===== config.mk =====
export PLATFORM = sky130hd
export DESIGN_NAME = bounded_deque_ring_top_flat
export DESIGN_NICKNAME = d
export VERILOG_FILES = /design/src/rtl/core/bdr_pkg.sv /design/src/rtl/core/bdr_in_if.sv /design/src/rtl/core/bdr_out_if.sv /design/src/rtl/core/bdr_ram.sv /design/src/rtl/core/bdr_ptr.sv /design/src/rtl/core/bounded_deque_ring_top.sv /design/src/flat_wrapper.sv
export SDC_FILE = /design/constraint.sdc
export NUM_CORES = 1
export LEC_CHECK = 0
export BUFFER_PORTS_ARGS = -buffer_cell sky130_fd_sc_hd__buf_4
export CORE_MARGIN = 2
export CORE_UTILIZATION = 53
export DETAILED_ROUTE_END_ITERATION = 8
export GPL_ROUTABILITY_DRIVEN = 1
export PLACE_DENSITY = 0.79
export SKIP_CTS_REPAIR_TIMING = 1
export SLEW_MARGIN = 40
export SYNTH_ARGS = -nofsm -noshare
export SYNTH_HDL_FRONTEND = slang
export SYNTH_SLANG_ARGS = --single-unit

===== constraint.sdc =====
create_clock -name clk -period 3.21 [get_ports clk]
set_clock_uncertainty 0.2 [all_clocks]
set_input_delay 0.1605 -clock clk [delete_from_list [all_inputs] [get_ports clk]]
set_output_delay 0.1605 -clock clk [all_outputs]
set_load 0.03 [all_outputs]

===== src/rtl/core/bdr_pkg.sv =====
// Shared constants, codes and types for the bounded deque ring.
// No dependencies; every other file of the block except bdr_ram refers to this package.
`timescale 1ns / 1ps

package bdr_pkg;

  localparam int WORD_W    = 32;
  localparam int KIND_W    = 2;
  localparam int STAT_W    = 2;
  localparam int DEPTH_DEF = 16;

  // operation codes carried in the kind field
  localparam logic [KIND_W-1:0] KIND_PUSH_FRONT = 2'd0;
  localparam logic [KIND_W-1:0] KIND_PUSH_BACK  = 2'd1;
  localparam logic [KIND_W-1:0] KIND_POP_FRONT  = 2'd2;
  localparam logic [KIND_W-1:0] KIND_POP_BACK   = 2'd3;

  // result status codes
  localparam logic [STAT_W-1:0] STAT_DONE  = 2'd0;
  localparam logic [STAT_W-1:0] STAT_FULL  = 2'd1;
  localparam logic [STAT_W-1:0] STAT_EMPTY = 2'd2;

  // command from the control to the pointer unit
  typedef struct packed {
    logic apply;     // commit the operation to the pointers
    logic push;      // push (else pop)
    logic at_front;  // front end (else back end)
  } bdr_cmd_t;

endpackage


===== src/rtl/core/bdr_in_if.sv =====
// Input channel of the bounded deque ring: valid/ready plus operation beat.
// Depends on bdr_pkg.
`timescale 1ns / 1ps

interface bdr_in_if;
  logic                             valid;
  logic                             ready;
  logic [bdr_pkg::KIND_W-1:0]       kind;
  logic signed [bdr_pkg::WORD_W-1:0] value;

  modport source (output valid, output kind, output value, input ready);
  modport sink   (input valid, input kind, input value, output ready);
endinterface


===== src/rtl/core/bdr_out_if.sv =====
// Result channel of the bounded deque ring: valid/ready plus result beat.
// Depends on bdr_pkg; CNT_W follows the ring depth.
`timescale 1ns / 1ps

interface bdr_out_if #(
  parameter int CNT_W = $clog2(bdr_pkg::DEPTH_DEF + 1)
);
  logic                              valid;
  logic                              ready;
  logic signed [bdr_pkg::WORD_W-1:0] popped;
  logic [bdr_pkg::STAT_W-1:0]        status;
  logic [CNT_W-1:0]                  item_count;
  logic signed [bdr_pkg::WORD_W-1:0] front_word;
  logic signed [bdr_pkg::WORD_W-1:0] back_word;

  modport source (output valid, output popped, output status, output item_count,
                  output front_word, output back_word, input ready);
  modport sink   (input valid, input popped, input status, input item_count,
                  input front_word, input back_word, output ready);
endinterface


===== src/rtl/core/bdr_ram.sv =====
// Generic simple dual-port RAM: one write port, one read port, registered read.
// No dependencies.
`timescale 1ns / 1ps

module bdr_ram #(
  parameter int WIDTH = 32,
  parameter int DEPTH = 16,
  localparam int AW   = (DEPTH > 1) ? $clog2(DEPTH) : 1
) (
  input  logic             clk,
  input  logic             we,
  input  logic [AW-1:0]    waddr,
  input  logic [WIDTH-1:0] wdata,
  input  logic [AW-1:0]    raddr,
  output logic [WIDTH-1:0] rdata
);

  logic [WIDTH-1:0] mem [DEPTH];

  always_ff @(posedge clk) begin
    if (we) begin
      mem[waddr] <= wdata;
    end
    rdata <= mem[raddr];
  end

endmodule


===== src/rtl/core/bdr_ptr.sv =====
// Head/tail pointers and fill count of the ring, with the RAM address math.
// Depends on bdr_pkg (bdr_cmd_t).
`timescale 1ns / 1ps

module bdr_ptr #(
  parameter int DEPTH = bdr_pkg::DEPTH_DEF,
  localparam int AW   = $clog2(DEPTH),
  localparam int CW   = $clog2(DEPTH + 1)
) (
  input  logic              clk,
  input  logic              rst_n,
  input  bdr_pkg::bdr_cmd_t cmd,
  output logic [CW-1:0]     count,
  output logic              full,
  output logic              empty,
  output logic [AW-1:0]     wr_addr,
  output logic [AW-1:0]     rd_addr
);

  localparam logic [AW-1:0] LAST = AW'(DEPTH - 1);

  logic [AW-1:0] head_r, head_nxt;
  logic [AW-1:0] tail_r, tail_nxt;  // next free slot behind the back
  logic [CW-1:0] count_r, count_nxt;
  logic [AW-1:0] head_inc, head_dec, tail_inc, tail_dec, tail_dec2;

  function automatic logic [AW-1:0] wrap_inc(input logic [AW-1:0] i);
    return (i == LAST) ? '0 : i + AW'(1);
  endfunction

  function automatic logic [AW-1:0] wrap_dec(input logic [AW-1:0] i);
    return (i == '0) ? LAST : i - AW'(1);
  endfunction

  // status flags depend on registered state only; the control reads them to
  // build cmd, so they stay apart from the cmd-driven logic below
  assign full  = (count_r == CW'(DEPTH));
  assign empty = (count_r == '0);
  assign count = count_r;

  always_comb begin
    head_inc  = wrap_inc(head_r);
    head_dec  = wrap_dec(head_r);
    tail_inc  = wrap_inc(tail_r);
    tail_dec  = wrap_dec(tail_r);
    tail_dec2 = wrap_dec(tail_dec);

    wr_addr = cmd.at_front ? head_dec : tail_r;
    // entry that becomes the new end after a pop
    rd_addr = cmd.at_front ? head_inc : tail_dec2;

    head_nxt  = head_r;
    tail_nxt  = tail_r;
    count_nxt = count_r;
    if (cmd.apply) begin
      if (cmd.push) begin
        count_nxt = count_r + CW'(1);
        if (cmd.at_front) begin
          head_nxt = head_dec;
        end else begin
          tail_nxt = tail_inc;
        end
      end else begin
        count_nxt = count_r - CW'(1);
        if (cmd.at_front) begin
          head_nxt = head_inc;
        end else begin
          tail_nxt = tail_dec;
        end
      end
    end
  end

  always_ff @(posedge clk) begin
    if (!rst_n) begin
      head_r  <= '0;
      tail_r  <= '0;
      count_r <= '0;
    end else begin
      head_r  <= head_nxt;
      tail_r  <= tail_nxt;
      count_r <= count_nxt;
    end
  end

  a_count_bound: assert property (@(posedge clk) disable iff (!rst_n)
    count_r <= CW'(DEPTH))
    else $error("fill count beyond depth");

  a_no_overflow: assert property (@(posedge clk) disable iff (!rst_n)
    (cmd.apply && cmd.push) |-> !full)
    else $error("push committed on full ring");

  a_no_underflow: assert property (@(posedge clk) disable iff (!rst_n)
    (cmd.apply && !cmd.push) |-> !empty)
    else $error("pop committed on empty ring");

endmodule


===== src/rtl/core/bounded_deque_ring_top.sv =====
// Bounded deque ring: double-ended queue of signed 32-bit words in a RAM ring.
// Each accepted input beat goes through EXEC, where the result beat is
// registered; no new beat is taken until the control is back in IDLE, since
// a pop reads the ring RAM for the entry that becomes the new front or back.
// Reset (rst_n, synchronous): queue empty, pointers and count zero; RAM is not
// cleared, since only occupied entries are ever read.
`timescale 1ns / 1ps

module bounded_deque_ring_top #(
  parameter int DEPTH = bdr_pkg::DEPTH_DEF,
  localparam int AW   = $clog2(DEPTH),
  localparam int CW   = $clog2(DEPTH + 1)
) (
  input  logic       clk,
  input  logic       rst_n,
  bdr_in_if.sink     in_ch,
  bdr_out_if.source  out_ch
);

  localparam int WW = bdr_pkg::WORD_W;

  typedef enum logic {ST_IDLE, ST_EXEC} state_t;

  state_t                     state_r;
  logic                       out_valid_r;
  logic signed [WW-1:0]       popped_r, front_word_r, back_word_r;
  logic [bdr_pkg::STAT_W-1:0] status_r;
  logic [CW-1:0]              item_count_r;
  // operation held across the RAM read
  logic                       op_push_r, op_front_r;
  logic [bdr_pkg::STAT_W-1:0] op_stat_r;
  logic signed [WW-1:0]       op_val_r, op_popped_r;

  logic                       in_acc;
  logic                       is_push, at_front;
  logic [bdr_pkg::STAT_W-1:0] stat_now;
  logic                       ok;
  logic signed [WW-1:0]       popped_now;
  logic signed [WW-1:0]       front_nxt, back_nxt;

  bdr_pkg::bdr_cmd_t          cmd;
  logic [CW-1:0]              count;
  logic                       full, empty;
  logic [AW-1:0]              wr_addr, rd_addr;
  logic [WW-1:0]              rdata;

  // ---------------------------------------------------------------------------
  // Input side: a new beat is taken in IDLE once the result register is free
  // (or is being drained in the same cycle).
  // ---------------------------------------------------------------------------
  always_comb begin
    in_ch.ready = (state_r == ST_IDLE) && (!out_valid_r || out_ch.ready);
    in_acc      = in_ch.valid && in_ch.ready;

    is_push  = (in_ch.kind == bdr_pkg::KIND_PUSH_FRONT) ||
               (in_ch.kind == bdr_pkg::KIND_PUSH_BACK);
    at_front = (in_ch.kind == bdr_pkg::KIND_PUSH_FRONT) ||
               (in_ch.kind == bdr_pkg::KIND_POP_FRONT);

    if (is_push && full) begin
      stat_now = bdr_pkg::STAT_FULL;
    end else if (!is_push && empty) begin
      stat_now = bdr_pkg::STAT_EMPTY;
    end else begin
      stat_now = bdr_pkg::STAT_DONE;
    end
    ok = (stat_now == bdr_pkg::STAT_DONE);

    // popped word comes straight from the cached end words
    popped_now = '0;
    if (ok && !is_push) begin
      popped_now = at_front ? front_word_r : back_word_r;
    end

    cmd.apply    = in_acc && ok;
    cmd.push     = is_push;
    cmd.at_front = at_front;
  end

  bdr_ptr #(.DEPTH(DEPTH)) u_ptr (
    .clk     (clk),
    .rst_n   (rst_n),
    .cmd     (cmd),
    .count   (count),
    .full    (full),
    .empty   (empty),
    .wr_addr (wr_addr),
    .rd_addr (rd_addr)
  );

  // Push writes in the accept cycle; a pop's read is launched in the same cycle
  // and its data lands in EXEC. Items never overlap, so no forwarding is needed.
  bdr_ram #(.WIDTH(WW), .DEPTH(DEPTH)) u_ram (
    .clk   (clk),
    .we    (in_acc && ok && is_push),
    .waddr (wr_addr),
    .wdata (in_ch.value),
    .raddr (rd_addr),
    .rdata (rdata)
  );

  // ---------------------------------------------------------------------------
  // EXEC: update the cached front/back words. The pointer unit has already
  // committed, so count is the count after this item.
  // ---------------------------------------------------------------------------
  always_comb begin
    front_nxt = front_word_r;
    back_nxt  = back_word_r;
    if (op_stat_r == bdr_pkg::STAT_DONE) begin
      if (op_push_r) begin
        if (count == CW'(1)) begin
          front_nxt = op_val_r;
          back_nxt  = op_val_r;
        end else if (op_front_r) begin
          front_nxt = op_val_r;
        end else begin
          back_nxt = op_val_r;
        end
      end else begin
        if (count == '0) begin
          front_nxt = '0;
          back_nxt  = '0;
        end else if (count == CW'(1)) begin
          // single survivor is the opposite end
          if (op_front_r) begin
            front_nxt = back_word_r;
          end else begin
            back_nxt = front_word_r;
          end
        end else if (op_front_r) begin
          front_nxt = $signed(rdata);
        end else begin
          back_nxt = $signed(rdata);
        end
      end
    end
  end

  always_ff @(posedge clk) begin
    if (!rst_n) begin
      state_r      <= ST_IDLE;
      out_valid_r  <= 1'b0;
      popped_r     <= '0;
      status_r     <= bdr_pkg::STAT_DONE;
      item_count_r <= '0;
      front_word_r <= '0;
      back_word_r  <= '0;
      op_push_r    <= 1'b0;
      op_front_r   <= 1'b0;
      op_stat_r    <= bdr_pkg::STAT_DONE;
      op_val_r     <= '0;
      op_popped_r  <= '0;
    end else begin
      if (out_valid_r && out_ch.ready) begin
        out_valid_r <= 1'b0;
      end
      unique case (state_r)
        ST_IDLE: begin
          if (in_acc) begin
            op_push_r   <= is_push;
            op_front_r  <= at_front;
            op_stat_r   <= stat_now;
            op_val_r    <= in_ch.value;
            op_popped_r <= popped_now;
            state_r     <= ST_EXEC;
          end
        end
        ST_EXEC: begin
          front_word_r <= front_nxt;
          back_word_r  <= back_nxt;
          out_valid_r  <= 1'b1;
          popped_r     <= op_popped_r;
          status_r     <= op_stat_r;
          item_count_r <= count;
          state_r      <= ST_IDLE;
        end
        default: state_r <= ST_IDLE;
      endcase
    end
  end

  assign out_ch.valid      = out_valid_r;
  assign out_ch.popped     = popped_r;
  assign out_ch.status     = status_r;
  assign out_ch.item_count = item_count_r;
  assign out_ch.front_word = front_word_r;
  assign out_ch.back_word  = back_word_r;

  a_result_follows: assert property (@(posedge clk) disable iff (!rst_n)
    in_acc |-> ##2 out_valid_r)
    else $error("result beat missing two cycles after accept");

  a_empty_pop_holds: assert property (@(posedge clk) disable iff (!rst_n)
    (in_acc && !is_push && empty) |=> $stable(count))
    else $error("pop on empty ring changed the count");

  a_full_push_holds: assert property (@(posedge clk) disable iff (!rst_n)
    (in_acc && is_push && full) |=> $stable(count))
    else $error("push on full ring changed the count");

  a_empty_words_zero: assert property (@(posedge clk) disable iff (!rst_n)
    (state_r == ST_IDLE && count == '0) |-> (front_word_r == '0 && back_word_r == '0))
    else $error("cached end words not cleared on empty ring");

endmodule

===== src/flat_wrapper.sv =====
// flat-port wrapper written by rule: the top's interface ports become plain ports
module bounded_deque_ring_top_flat 
#(
  parameter int DEPTH = bdr_pkg::DEPTH_DEF,
  localparam int AW   = $clog2(DEPTH),
  localparam int CW   = $clog2(DEPTH + 1)
)
  (clk, rst_n, in_ch_valid, in_ch_kind, in_ch_value, in_ch_ready, out_ch_valid, out_ch_popped, out_ch_status, out_ch_item_count, out_ch_front_word, out_ch_back_word, out_ch_ready);
  bdr_in_if in_ch_i ();
  bdr_out_if out_ch_i ();
  input  logic clk;
  input  logic rst_n;
  input wire logic [$bits(in_ch_i.valid)-1:0] in_ch_valid;
  input wire logic [$bits(in_ch_i.kind)-1:0] in_ch_kind;
  input wire logic [$bits(in_ch_i.value)-1:0] in_ch_value;
  output wire logic [$bits(in_ch_i.ready)-1:0] in_ch_ready;
  output wire logic [$bits(out_ch_i.valid)-1:0] out_ch_valid;
  output wire logic [$bits(out_ch_i.popped)-1:0] out_ch_popped;
  output wire logic [$bits(out_ch_i.status)-1:0] out_ch_status;
  output wire logic [$bits(out_ch_i.item_count)-1:0] out_ch_item_count;
  output wire logic [$bits(out_ch_i.front_word)-1:0] out_ch_front_word;
  output wire logic [$bits(out_ch_i.back_word)-1:0] out_ch_back_word;
  input wire logic [$bits(out_ch_i.ready)-1:0] out_ch_ready;
  assign in_ch_i.valid = in_ch_valid;
  assign in_ch_i.kind = in_ch_kind;
  assign in_ch_i.value = in_ch_value;
  assign in_ch_ready = in_ch_i.ready;
  assign out_ch_valid = out_ch_i.valid;
  assign out_ch_popped = out_ch_i.popped;
  assign out_ch_status = out_ch_i.status;
  assign out_ch_item_count = out_ch_i.item_count;
  assign out_ch_front_word = out_ch_i.front_word;
  assign out_ch_back_word = out_ch_i.back_word;
  assign out_ch_i.ready = out_ch_ready;
  bounded_deque_ring_top #(.DEPTH(DEPTH)) u_core (.clk(clk), .rst_n(rst_n), .in_ch(in_ch_i), .out_ch(out_ch_i));
endmodule

==> metrics.md <==
| Metric | Value |
|---|---|
| Async S/R FF share, synth | `0%` |
| Layout Utilization | `62.4%` |
| Worst Hold Slack | `222 ps` |
| Worst R2R Setup Slack | `between 100 and 150 ps` |
| CTS Sinks | `730` |
| Syn Inst Count | `roughly 2400` |
| GRT Total Usage | `26.0%` |
| Clk pin slew, worst setup/hold paths | `approximately 70 ps` |
| Average size of a mapped cell | `12.7 sq um` |
| Post-Syn Area | `30000 sq um` |
| I/O Pins | `143` |
| Post-DP HPWL | `approximately 45000 um` |
| Global-route wire length before repair | `roughly 120000 um` |
| Die area | `just under 60000 sq um` |
| Total wire length | `77600 um` |
| Routed len/inst | `about 24 um` |
| Multi-input gate area | `a little under 10000 sq um` |
| Drt via density | `6.28` |
| Initial antenna violation count | `3` |
| Crit path time final | `a little over 3000 ps` |
| Sw Pwr | `~6.6 mW` |
| Clock tree buffer depth | `3` |
| Post-synthesis net count | `around 2400` |
| DRC viols | `0` |
| I/O Buffers | `approximately 140` |
| FF+latch area | `a little under 20000 sq um` |
| Worst vdd ir | `0.000334 V` |
| TritonCTS Buffers | `70` |
| Worst Max-Slew Pin Slew | `788 ps` |
| HP Class | `in -> reg` |
| Most common cell after layout, fill and taps aside | `edfxtp_1` |
| Via count | `20703` |
| Pre-antenna DRT Iters | `8` |
| WL met1 | `about 30000 um` |
| Final period util | `95.7%` |
| Max transition margin | `between 40% and 50%` |
| Pre-CTS WS | `95.8 ps` |
| Clock share of power | `about a third` |
| Final Net Count | `between 2000 and 3000` |
| WP data arrival | `between 3000 and 4000 ps` |
| Vias in the first global route | `roughly 20000` |
| Antenna viol nets, final | `0` |
| # fillers | `just over 4000` |
| Max-cap violations | `0` |
| Leak | `12.6 nW` |
| Pwr dens | `approximately 660 nW/um^2` |
| Worst hold path endpoint | `u_core.op_front_r` |
| Layout Cells excl Fill | `approximately 3300` |
| Initial Utilization | `a little over half` |
| Worst Path Required | `approximately 3300 ps` |
| Critical R2R Capture | `u_core.u_ram.mem[7][22]` |
| Min-Delay Startpoint | `in_ch_kind[0]` |
| Metal2 WL | `roughly 37000 um` |
| Iteration-0 DRC count of the detailed router | `2230` |
| Sequential fraction of the synthesis area | `between 60% and 70%` |
| Ratio of cells with drive above 1 in the final layout | `18.7%` |
| Worst-skew pair later-pin latency | `about 600 ps` |
| Worst setup EP type | `register` |
| Pin count of the biggest net entering global routing | `134` |
| Setup ws final | `137 ps` |
| Die Y-Extent | `242 um` |
| Fmax | `325 MHz` |
| Overflow after GRT | `0` |
| Max Transition Viols Final | `0` |
| Setup crit start kind | `register` |
| Switching Share | `between 20% and 30%` |
| # setup viols final | `0` |
| CTS tree | `yes` |
| WS Path Type | `reg -> reg` |
| Die Span X | `between 200 and 250 um` |
| Critical R2R Launch | `u_core.u_ptr.head_r[0]` |
| Worst Hold Depth | `4` |
| Reg power frac | `46.8%` |
| Combinational power share | `a little under a fifth` |
| CP max FO | `32` |
| GPL Wtd Cong | `roughly 0.84` |
| Uppermost layer routed | `met5` |
| Path depth of the worst reg2reg path | `9` |
| Post-Place Cells | `between 3000 and 4000` |
| Met3 Wirelength | `roughly 7400 um` |
| # rows | `87` |
| YS warnings | `0` |
| Synth cell types | `59` |
| EDFF count, synth | `512` |
| H-tree Lvls | `3` |
| Seq cells post-synth | `730` |
| Status | `complete, no violations` |
| Synth-to-Final Area Change | `16.7%` |
| Commonest cells after routing, fill and taps aside | `edfxtp_1, nand3_1, dfxtp_1` |
| Total power | `between 20 and 25 mW` |
| Ys flop type | `edfxtp_1` |
| CTS root buffer | `clkbuf_16` |
| Fin. Hold Viols | `0` |
| Core area | `around 56000 sq um` |
| RSZ-0062 raised after global routing | `no` |
| Pint | `roughly 17 mW` |
## cell families (layout without fill, tap and decap cells)
kind of cell / count (synthesis) / after routing / share of synthesized area (%)
AOI/OAI and AO/OA: 509 / 509 / 11.6
other: 0 / 1 / 0
adders and majority gates: 10 / 10 / 0.416
buffers and inverters: 207 / 388 / 2.86
and+or+nand+nor: 652 / 652 / 10.7
muxes: 236 / 236 / 8.40
DFF: 730 / 730 / 65.7
xor gates and xnor gates: 13 / 13 / 0.379
## area by class of cell
class | count | area share (%)
inverter | 11 | 0.118
multi-input combinational | 1420 | 27.5
clock inverter | 27 | 0.657
antenna | 1 | 0.00714
tap | 756 | 2.70
timing repair buffer | 254 | 7.03
sequential | 730 | 56.3
clock buffer | 96 | 5.64
## critical path: stages, from the launching register on
cell      delay, ps
dfxtp_1         480
inv_1           150
ha_1            340
nand2b_1        190
o21ai_0         150
nor4_1          450
nand2_1         140
buf_4           200
nor2_4          130
buf_12          300
## synthesized netlist by cell type, drive strengths merged (2+ instances only)
cell type / number / area (sq um)
o21a: 5 / 37.5
a21o: 2 / 15.0
mux2i: 107 / 1070
nor3: 3 / 15.0
a31oi: 3 / 18.8
a21oi: 42 / 210
mux2: 129 / 1450
nand4: 33 / 206
buf: 39 / 228
nand2: 189 / 709
o21ai: 178 / 891
o31ai: 2 / 15.0
dfxtp: 218 / 4360
a22oi: 33 / 248
o211ai: 129 / 968
nand3: 262 / 1310
a21boi: 34 / 255
nor4b: 4 / 50.1
xor2: 2 / 17.5
nor2b: 44 / 275
clkbuf: 157 / 589
o21bai: 2 / 15.0
xnor2: 11 / 96.3
edfxtp: 512 / 15400
inv: 11 / 41.3
nand2b: 4 / 25.0
nor2: 57 / 224
nor4: 2 / 27.5
o211a: 69 / 691
ha: 10 / 125
and3: 3 / 18.8
and2: 44 / 275
## state kept, by name (all words and copies together), names as in the netlist
| register | flops |
|---|---|
| u_core.op_push_r | 1 |
| u_core.out_ch.popped | 32 |
| u_core.u_ptr.count | 5 |
| u_core.op_popped_r | 32 |
| u_core.u_ptr.head_r | 4 |
| u_core.out_ch.back_word | 32 |
| u_core.u_ram.rdata | 32 |
| u_core.op_front_r | 1 |
| u_core.u_ptr.tail_r | 4 |
| u_core.op_val_r | 32 |
| u_core.out_ch.front_word | 32 |
| u_core.op_stat_r | 2 |
| u_core.out_ch.valid | 1 |
| u_core.state_r | 1 |
| u_core.out_ch.item_count | 5 |
| u_core.out_ch.status | 2 |
| u_core.u_ram.mem | 512 |
## through the flow
stage               instance area (sq um)  setup TNS [ps]
finish                              35100               0
global route                        35100               0
CTS                                 34700               0
detailed placement                  32500               0
global placement                    32500               0
floorplan                           30100         -176780
## power groups by stage
stage / combinational, mW / sequential [mW] / clock [mW]
4_1_cts: 4.29 / 10.9 / 8.08
2_1_floorplan: 2.71 / 11.0 / 0
5_1_grt: 4.72 / 10.9 / 8.44
6_report: 4.38 / 10.9 / 8.00
3_3_place_gp: 4.12 / 11.0 / 0
3_5_place_dp: 4.25 / 11.1 / 0
## routing by layer
layer	GRT usage, %	vias up
li1	-	9117
met1	34.2	10193
met2	42.6	1204
met3	5.17	187
met4	10.2	2
met5	0	-
## how the worst max path moves through the flow
stage	startpoint	endpoint	slack [ps]	cells after the start
floorplan	u_core.out_ch.valid	u_core.u_ram.mem[11][0]	-480	7
global placement	u_core.u_ptr.tail_r[1]	u_core.u_ram.rdata[6]	210	10
finish	u_core.u_ptr.head_r[0]	u_core.u_ram.mem[7][22]	140	9
CTS	u_core.u_ptr.tail_r[1]	u_core.u_ram.rdata[10]	50	10
detailed placement	u_core.u_ptr.tail_r[1]	u_core.u_ram.rdata[13]	100	10
global route	u_core.u_ptr.head_r[0]	u_core.u_ram.mem[7][13]	3	9
(Power assumes the default switching activity.)
